### src/hw/rtl/swsc_pkg.sv
// Package for the steered wheel speed controller.
// Holds payload structs, stage tag structs, datapath widths, the arctangent table
// and the output saturation function. Depends on nothing.
package swsc_pkg;

  // Field and register widths.
  localparam int unsigned RADIUS_W  = 24;
  localparam int unsigned SPEED_W   = 16;
  localparam int unsigned ANGLE_W   = 16;
  localparam int unsigned CFG_W     = 16;
  localparam int unsigned CMD_W     = 24;
  localparam int unsigned CFG_IDX_W = 2;

  // Register indexes on the configuration port.
  localparam logic [CFG_IDX_W-1:0] REG_BASE_WIDTH = 2'd0;
  localparam logic [CFG_IDX_W-1:0] REG_WHEEL_BASE = 2'd1;
  localparam logic [CFG_IDX_W-1:0] REG_GAIN       = 2'd2;

  // Register reset values.
  localparam logic [CFG_W-1:0] BASE_WIDTH_RST = 16'd1000;
  localparam logic [CFG_W-1:0] WHEEL_BASE_RST = 16'd1500;
  localparam logic [CFG_W-1:0] GAIN_RST       = 16'd256;

  // Internal datapath widths.
  localparam int unsigned TWO_R_W = RADIUS_W + 1;  // 2|R|
  localparam int unsigned XY_W    = 58;            // CORDIC x and y
  localparam int unsigned Z_W     = 19;            // CORDIC angle accumulator
  localparam int unsigned THETA_W = 16;            // steer angle, Q2.13
  localparam int unsigned RAD_W   = 64;            // square root radicand
  localparam int unsigned ROOT_W  = 32;            // square root result
  localparam int unsigned VB_W    = 33;            // V * B, signed
  localparam int unsigned NUM_W   = 48;            // divider numerator and quotient
  localparam int unsigned DEN_W   = 32;            // divider denominator, 2|R| * 128
  localparam int unsigned CORR_W  = 34;            // Kp * angle error, signed
  localparam int unsigned RCORR_W = 15;            // rounded correction, signed
  localparam int unsigned SUM_W   = 51;            // wide sum before saturation

  // atan(2^-i) in units of 2^-16 rad, rounded to nearest.
  localparam int unsigned ATAN_N = 24;
  localparam int unsigned ATAN_W = 17;
  localparam logic [ATAN_W-1:0] ATAN_TAB [ATAN_N] = '{
    17'd51472, 17'd30386, 17'd16055, 17'd8150, 17'd4091, 17'd2047, 17'd1024, 17'd512,
    17'd256,   17'd128,   17'd64,    17'd32,   17'd16,   17'd8,    17'd4,    17'd2,
    17'd1,     17'd0,     17'd0,     17'd0,    17'd0,    17'd0,    17'd0,    17'd0
  };

  // One input beat.
  typedef struct packed {
    logic signed [RADIUS_W-1:0] turn_radius;
    logic signed [SPEED_W-1:0]  target_speed;
    logic signed [ANGLE_W-1:0]  front_angle;
    logic signed [ANGLE_W-1:0]  back_angle;
  } swsc_in_t;

  // One output beat.
  typedef struct packed {
    logic signed [CMD_W-1:0] front_right_speed;
    logic signed [CMD_W-1:0] front_left_speed;
    logic signed [CMD_W-1:0] back_right_speed;
    logic signed [CMD_W-1:0] back_left_speed;
  } swsc_out_t;

  // Side data that travels through the CORDIC pipeline.
  typedef struct packed {
    logic                      straight;
    logic                      neg;
    logic signed [SPEED_W-1:0] spd;
    logic signed [ANGLE_W-1:0] thf;
    logic signed [ANGLE_W-1:0] thb;
    logic [TWO_R_W-1:0]        two_r;
    logic signed [VB_W-1:0]    vb;
    logic [RAD_W-1:0]          rad;
  } swsc_cordic_tag_t;

  // Side data that travels through the square root pipeline.
  typedef struct packed {
    logic                      straight;
    logic                      neg;
    logic signed [SPEED_W-1:0] spd;
    logic signed [ANGLE_W-1:0] thf;
    logic signed [ANGLE_W-1:0] thb;
    logic [TWO_R_W-1:0]        two_r;
    logic signed [VB_W-1:0]    vb;
    logic signed [THETA_W-1:0] theta;
  } swsc_sqrt_tag_t;

  // Side data that travels through the divider pipeline.
  typedef struct packed {
    logic                      straight;
    logic signed [SPEED_W-1:0] spd;
    logic                      sgn_c;
    logic                      sgn_a;
    logic signed [CORR_W-1:0]  cf;
    logic signed [CORR_W-1:0]  cb;
  } swsc_div_tag_t;

  // Saturate a wide sum to a wheel speed command.
  function automatic logic signed [CMD_W-1:0] sat_cmd(input logic signed [SUM_W-1:0] v);
    logic signed [SUM_W-1:0] hi;
    logic signed [SUM_W-1:0] lo;
    hi = SUM_W'(8388607);
    lo = SUM_W'(-8388608);
    if (v > hi) begin
      return hi[CMD_W-1:0];
    end else if (v < lo) begin
      return lo[CMD_W-1:0];
    end
    return v[CMD_W-1:0];
  endfunction

endpackage

### src/hw/rtl/swsc_sqrt.sv
// Pipelined integer square root, one result bit per register stage.
// Gives floor(sqrt(radicand)). Depends on swsc_pkg.
module swsc_sqrt #(
  parameter int unsigned TAG_W = 1
) (
  input  logic                         clk_i,
  input  logic                         rst_ni,
  input  logic                         en_i,
  input  logic                         valid_i,
  input  logic [swsc_pkg::RAD_W-1:0]   rad_i,
  input  logic [TAG_W-1:0]             tag_i,
  output logic                         valid_o,
  output logic [swsc_pkg::ROOT_W-1:0]  root_o,
  output logic [TAG_W-1:0]             tag_o
);

  localparam int unsigned N     = swsc_pkg::ROOT_W;
  localparam int unsigned REM_W = swsc_pkg::ROOT_W + 2;
  localparam int unsigned SH_W  = REM_W + 2;

  logic                          vld  [N+1];
  logic [swsc_pkg::RAD_W-1:0]    rad  [N+1];
  logic [REM_W-1:0]              rem  [N+1];
  logic [swsc_pkg::ROOT_W-1:0]   root [N+1];
  logic [TAG_W-1:0]              tg   [N+1];

  assign vld[0]  = valid_i;
  assign rad[0]  = rad_i;
  assign rem[0]  = '0;
  assign root[0] = '0;
  assign tg[0]   = tag_i;

  for (genvar i = 0; i < N; i++) begin : g_step
    logic                        vld_q;
    logic [swsc_pkg::RAD_W-1:0]  rad_q;
    logic [REM_W-1:0]            rem_q;
    logic [swsc_pkg::ROOT_W-1:0] root_q;
    logic [TAG_W-1:0]            tg_q;
    logic [SH_W-1:0]             sh, trial, diff;
    logic                        ge;

    // Bring down two radicand bits and try the next root bit.
    assign sh    = {rem[i], rad[i][swsc_pkg::RAD_W-1 -: 2]};
    assign trial = {2'b00, root[i], 2'b01};
    assign ge    = sh >= trial;
    assign diff  = sh - trial;

    always_ff @(posedge clk_i or negedge rst_ni) begin
      if (!rst_ni) begin
        vld_q <= 1'b0;
      end else if (en_i) begin
        vld_q <= vld[i];
      end
    end

    always_ff @(posedge clk_i) begin
      if (en_i) begin
        tg_q   <= tg[i];
        rad_q  <= {rad[i][swsc_pkg::RAD_W-3:0], 2'b00};
        rem_q  <= ge ? diff[REM_W-1:0] : sh[REM_W-1:0];
        root_q <= {root[i][swsc_pkg::ROOT_W-2:0], ge};
      end
    end

    assign vld[i+1]  = vld_q;
    assign rad[i+1]  = rad_q;
    assign rem[i+1]  = rem_q;
    assign root[i+1] = root_q;
    assign tg[i+1]   = tg_q;
  end

  assign valid_o = vld[N];
  assign root_o  = root[N];
  assign tag_o   = tg[N];

endmodule

### config.mk
export PLATFORM = sky130hd
export DESIGN_NAME = swsc_sqrt
export DESIGN_NICKNAME = d
export VERILOG_FILES = /design/src/hw/rtl/swsc_pkg.sv /design/src/hw/rtl/swsc_sqrt.sv
export SDC_FILE = /design/constraint.sdc
export NUM_CORES = 2
export LEC_CHECK = 0
export BUFFER_PORTS_ARGS = -buffer_cell sky130_fd_sc_hd__buf_2
export CAP_MARGIN = 15
export CELL_PAD_IN_SITES_DETAIL_PLACEMENT = 1
export CELL_PAD_IN_SITES_GLOBAL_PLACEMENT = 1
export CORE_ASPECT_RATIO = 0.5
export CORE_UTILIZATION = 40
export CTS_CLUSTER_DIAMETER = 100
export DETAILED_ROUTE_END_ITERATION = 8
export MAX_ROUTING_LAYER = met4
export PLACE_DENSITY = 0.64
export SYNTH_ARGS = -nofsm -noshare
export SYNTH_HDL_FRONTEND = slang
export SYNTH_SLANG_ARGS = --single-unit
### constraint.sdc
create_clock -name clk_i -period 3.9 [get_ports clk_i]
set_clock_uncertainty 0.15 [all_clocks]
set_input_delay 0.78 -clock clk_i [delete_from_list [all_inputs] [get_ports clk_i]]
set_output_delay 0.78 -clock clk_i [all_outputs]
set_load 0.1 [all_outputs]
==> impl_summary.log <==
INFO  metric fin_setup_tns = 0 ns
INFO  metric cp_data_arrival_time = 4.15 ns
INFO  metric critical_path_end_type = register
INFO  metric drcViolationCount = 0
INFO  metric syn_area = 119000 µm²
INFO  metric htreeDepth = 4
INFO  metric pin_count_of_the_biggest_net_entering_global_routing = between 150 and 200
INFO  metric drt_wl_total = roughly 250000 µm
INFO  metric ys_seq_area_share = about two thirds
INFO  metric worstSkewPairLatency = 0.90 ns
INFO  metric post_dp_cell_area = between 100000 and 150000 µm²
INFO  metric first_global_vias = about 74k
INFO  metric irDropWorstVdd = between 0.3 and 0.4 mV
INFO  metric min_period_over_period = between 90% and 100%
INFO  metric rows = roughly 140
INFO  metric floorplan.die_area = 301000 µm²
INFO  metric post_synth.cell_area_avg = roughly 13 µm²
INFO  metric detail_route.wl_per_cell = about 18 µm
INFO  metric post_synthesis_compound_gate_area_fraction = under 10%
INFO  metric first_iter_violations = 3625
INFO  metric clk_pin_slew_worst_paths = about 0.07 ns
INFO  metric power.static_leakage = about 52 nW
INFO  metric max_capacitance_violation_count = 0
INFO  metric initial_utilization = between 40% and 50%
INFO  metric final-hold-violation-count = 0
INFO  metric pin_count = a little over 100
INFO  metric hold_path_end = g_step[0].rad_q[43]$_DFFE_PP_
INFO  metric reg2reg_depth = 11
INFO  metric port_buffers = just over 100
INFO  metric antenna_violating_nets_post_route = 0
INFO  metric rsz0062_at_grt = no
INFO  metric vias_per_instance = approximately 5
INFO  metric critical-path-top-cell-by-count = a21o_1
INFO  metric ys.warnings.count = 0
INFO  metric design.final.nets = a little over 10k
INFO  metric worstReg2RegEnd = g_step[26].rem_q[10]$_DFFE_PP_
INFO  metric place.gp.congestion = ~0.85
INFO  metric worstHoldPathCells = 1
INFO  metric slew_violations = 0
INFO  metric power_density = around 570 nW/µm²
INFO  metric ctsLongestPathBuffers = 4
INFO  metric layout-area-overhead-vs-synth = 13.4%
INFO  metric cts_tree = yes
INFO  metric source_of_the_worst_register_to_register_timing_path = g_step[25].rem_q[0]$_DFFE_PP_
INFO  metric final-setup-viol-count = 0
INFO  metric critical_path.max_stage_delay = approximately 0.47 ns
INFO  metric required = between 4 and 5 ns
INFO  metric detailed_place_hpwl = between 150000 and 200000 µm
INFO  metric num_antenna_cells = 0
INFO  metric holdCritStartpoint = en_i
INFO  metric yosys-top-cells-count = edfxtp_1 (2555), inv_1 (690), a21oi_1 (624)
INFO  metric muxShareOfSynthArea = about 1.3%
INFO  metric synth-edff-count = approximately 2.6k
INFO  metric number_of_buffers_created_by_cts = between 200 and 250
INFO  metric max-slew-margin-rel = 39.1%
INFO  metric post_synth_fa_ha_maj_area_fraction = ~5.9%
INFO  metric clk_root_buffer_cell = clkbuf_16
INFO  metric result_of_the_run = complete, no violations
INFO  metric synthDominantCellAreaShare = roughly 64%
INFO  metric global_route.overflow_total = 0
INFO  metric clock_sink_count = about 2.6k
INFO  metric synthMostInstantiatedCell = edfxtp_1
INFO  metric postSynth.topFlopCell = edfxtp_1
INFO  metric achievable-frequency = 269 MHz
INFO  metric tightestPinTransition = roughly 0.91 ns
INFO  metric fillers = between 30k and 40k
INFO  metric dr_total_vias = around 70k
INFO  metric final_cells = ~14k
INFO  metric detail_route.first_pass.iterations = 5
INFO  metric r2r_setup_slack = around 0.18 ns
INFO  metric startpoint_type_of_the_worst_setup_path = register
INFO  metric synthCells = 9086
INFO  metric synthArstFlopShare = roughly 1.2%
INFO  metric chipHeight = ~390 µm
INFO  metric yosys_register_bits = around 2.6k
INFO  metric final_util = between 40% and 50%
INFO  metric die_x = between 700 and 800 µm
INFO  metric synthXorXnorAreaFrac = around 6.2%
INFO  metric hp-class = primary input to register
INFO  metric period_needed = between 3 and 4 ns
INFO  metric synth-simple-area-share = around a tenth
INFO  metric grtUsageTotal = between 10% and 20%
INFO  metric synthDistinctLibCells = slightly below 100
INFO  metric crit_type = register to register
INFO  metric layout.cell_area.non_filler = between 100000 and 150000 µm²
INFO  metric synth.largest_area_cell = edfxtp_1
INFO  metric antenna_found_initial = 1
INFO  metric core-area = 296000 µm²
INFO  metric cp_slowest_cell = or3b_1
INFO  metric critical_path.cell_chain = ha_1, nor2b_1, o31ai_1, a31oi_1, or3b_1, a21o_1, a21o_1, a2111oi_2, nand2_1, buf_12, mux2_2
INFO  metric critical_path_peak_fanout = 37
INFO  metric synthesis.nets = just under 10k
INFO  metric ys_top_cells_by_area = edfxtp_1 (64%), ha_1 (5.9%), xnor2_1 (3.1%)
INFO  metric grt_pass1_wl = ~400000 µm
INFO  metric numPlacedInstances = ~13k
INFO  metric fraction_of_final_layout_cells_sized_beyond_drive_strength_1 = around a tenth
INFO  metric synth_top_family_by_area = simple AND/OR/NAND/NOR gates
## through the flow
step	total power, W	worst slack [ns]	hold WS, ns
2_1_floorplan	0.0487	0.414	0.250
3_3_place_gp	0.0539	0.00664	0.250
3_5_place_dp	0.0543	0.0196	0.255
4_1_cts	0.0786	0.00438	0.0920
5_1_grt	0.0817	0.000129	0.106
6_report	0.0776	0.185	0.147
## cells by family after synthesis
| logic type | Yosys count |
|---|---|
| flops | 2587 |
| simple gates | 2290 |
| compound gates | 1815 |
| buf+inv | 849 |
| xor+xnor | 838 |
| fa+ha+maj | 562 |
| mux | 144 |
| other cells | 1 |
## placed cells by master, fill, tap and decap left out, types with 25 or more instances in the layout
cell	Yosys	layout
a211oi_1	33	32
a21o_1	262	261
a21oi_1	624	622
a31oi_1	38	38
and2_1	25	25
and3_1	51	51
buf_12	0	37
buf_2	21	101
buf_4	1	231
bufinv_16	0	28
clkbuf_1	127	38
clkbuf_16	0	243
clkinv_1	0	46
clkinv_2	0	54
dfrtp_1	32	32
dlygate4sd3_1	0	68
edfxtp_1	2555	2555
ha_1	562	560
inv_1	690	690
mux2_2	134	134
nand2_1	579	578
nand2b_1	110	110
nand3_1	145	145
nand4_1	89	89
nor2_1	595	594
nor2b_1	85	85
nor3_1	218	217
nor4_1	124	123
o211ai_1	32	32
o21a_1	97	97
o21ai_0	403	398
o21bai_1	51	50
o31ai_1	50	49
or2_2	28	28
or3_1	80	80
or4_1	46	46
xnor2_1	420	420
xor2_1	418	418
## how the worst max path moves through the flow
stage,startpoint,to,slack [ns],cells after the start
floorplan,g_step[27].rem_q[3]$_DFFE_PP_,g_step[28].rem_q[16]$_DFFE_PP_,0.41,11
global placement,g_step[23].rem_q[3]$_DFFE_PP_,g_step[24].rem_q[33]$_DFFE_PP_,0.007,13
detailed placement,g_step[23].rem_q[3]$_DFFE_PP_,g_step[24].rem_q[33]$_DFFE_PP_,0.02,13
CTS,g_step[23].rem_q[3]$_DFFE_PP_,g_step[24].rem_q[33]$_DFFE_PP_,0.004,13
global route,g_step[11].rem_q[0]$_DFFE_PP_,g_step[12].rem_q[19]$_DFFE_PP_,0.0001,11
finish,g_step[25].rem_q[0]$_DFFE_PP_,g_step[26].rem_q[10]$_DFFE_PP_,0.18,11
## timing repair
item | 4_1_cts | 5_1_grt
hold buffers | 68 | 0
resized for setup | 0 | 22
endpoints found under the setup margin | 0 | 97
setup buffers | 0 | 1
endpoints found under the hold margin | 98 | 0
## final cells by class
class | count | area [µm²] | area share, %
multi-input cells | 5650 | 38700 | 28.6
flip-flops and latches | 2587 | 77500 | 57.3
well taps | 3932 | 4920 | 3.64
clock buffers | 283 | 6250 | 4.62
repair buffers | 437 | 3660 | 2.71
clock inverters | 157 | 1590 | 1.18
inverters | 690 | 2590 | 1.92
## report_power, final
part / internal (W) / leakage, nW / switching (W)
Sequential: 0.0351 / 25.0 / 0.00230
Clock: 0.0133 / 3.83 / 0.0105
Combinational: 0.00712 / 23.0 / 0.00925
## flip-flops by register name (all words and copies together) (netlist names)
name	cells
g_step.rad_q	992
g_step.rem_q	1003
g_step.root_q	496
g_step.tg_q	31
g_step.vld_q	31
root_o	32
tag_o	1
valid_o	1
## critical path, delay by kind of cell, from the launching register on
family / cells / cell delay (ns)
flip-flops: 1 / 0.40
multiplexers: 1 / 0.28
AO/OA/AOI/OAI: 5 / 1.20
adder cells (fa/ha/maj): 1 / 0.36
AND/OR/NAND/NOR: 3 / 0.81
buffers and inverters: 1 / 0.21
## routing by layer
metal	vias to the layer above	global-route usage [%]	part of all wire, %
li1	34700	-	-
met5	-	-	0
met3	425	2.30	2.7
met2	699	29.9	50
met4	0	4.89	3.0
met1	34700	20.3	44
Power figures use the tool's default switching activity.
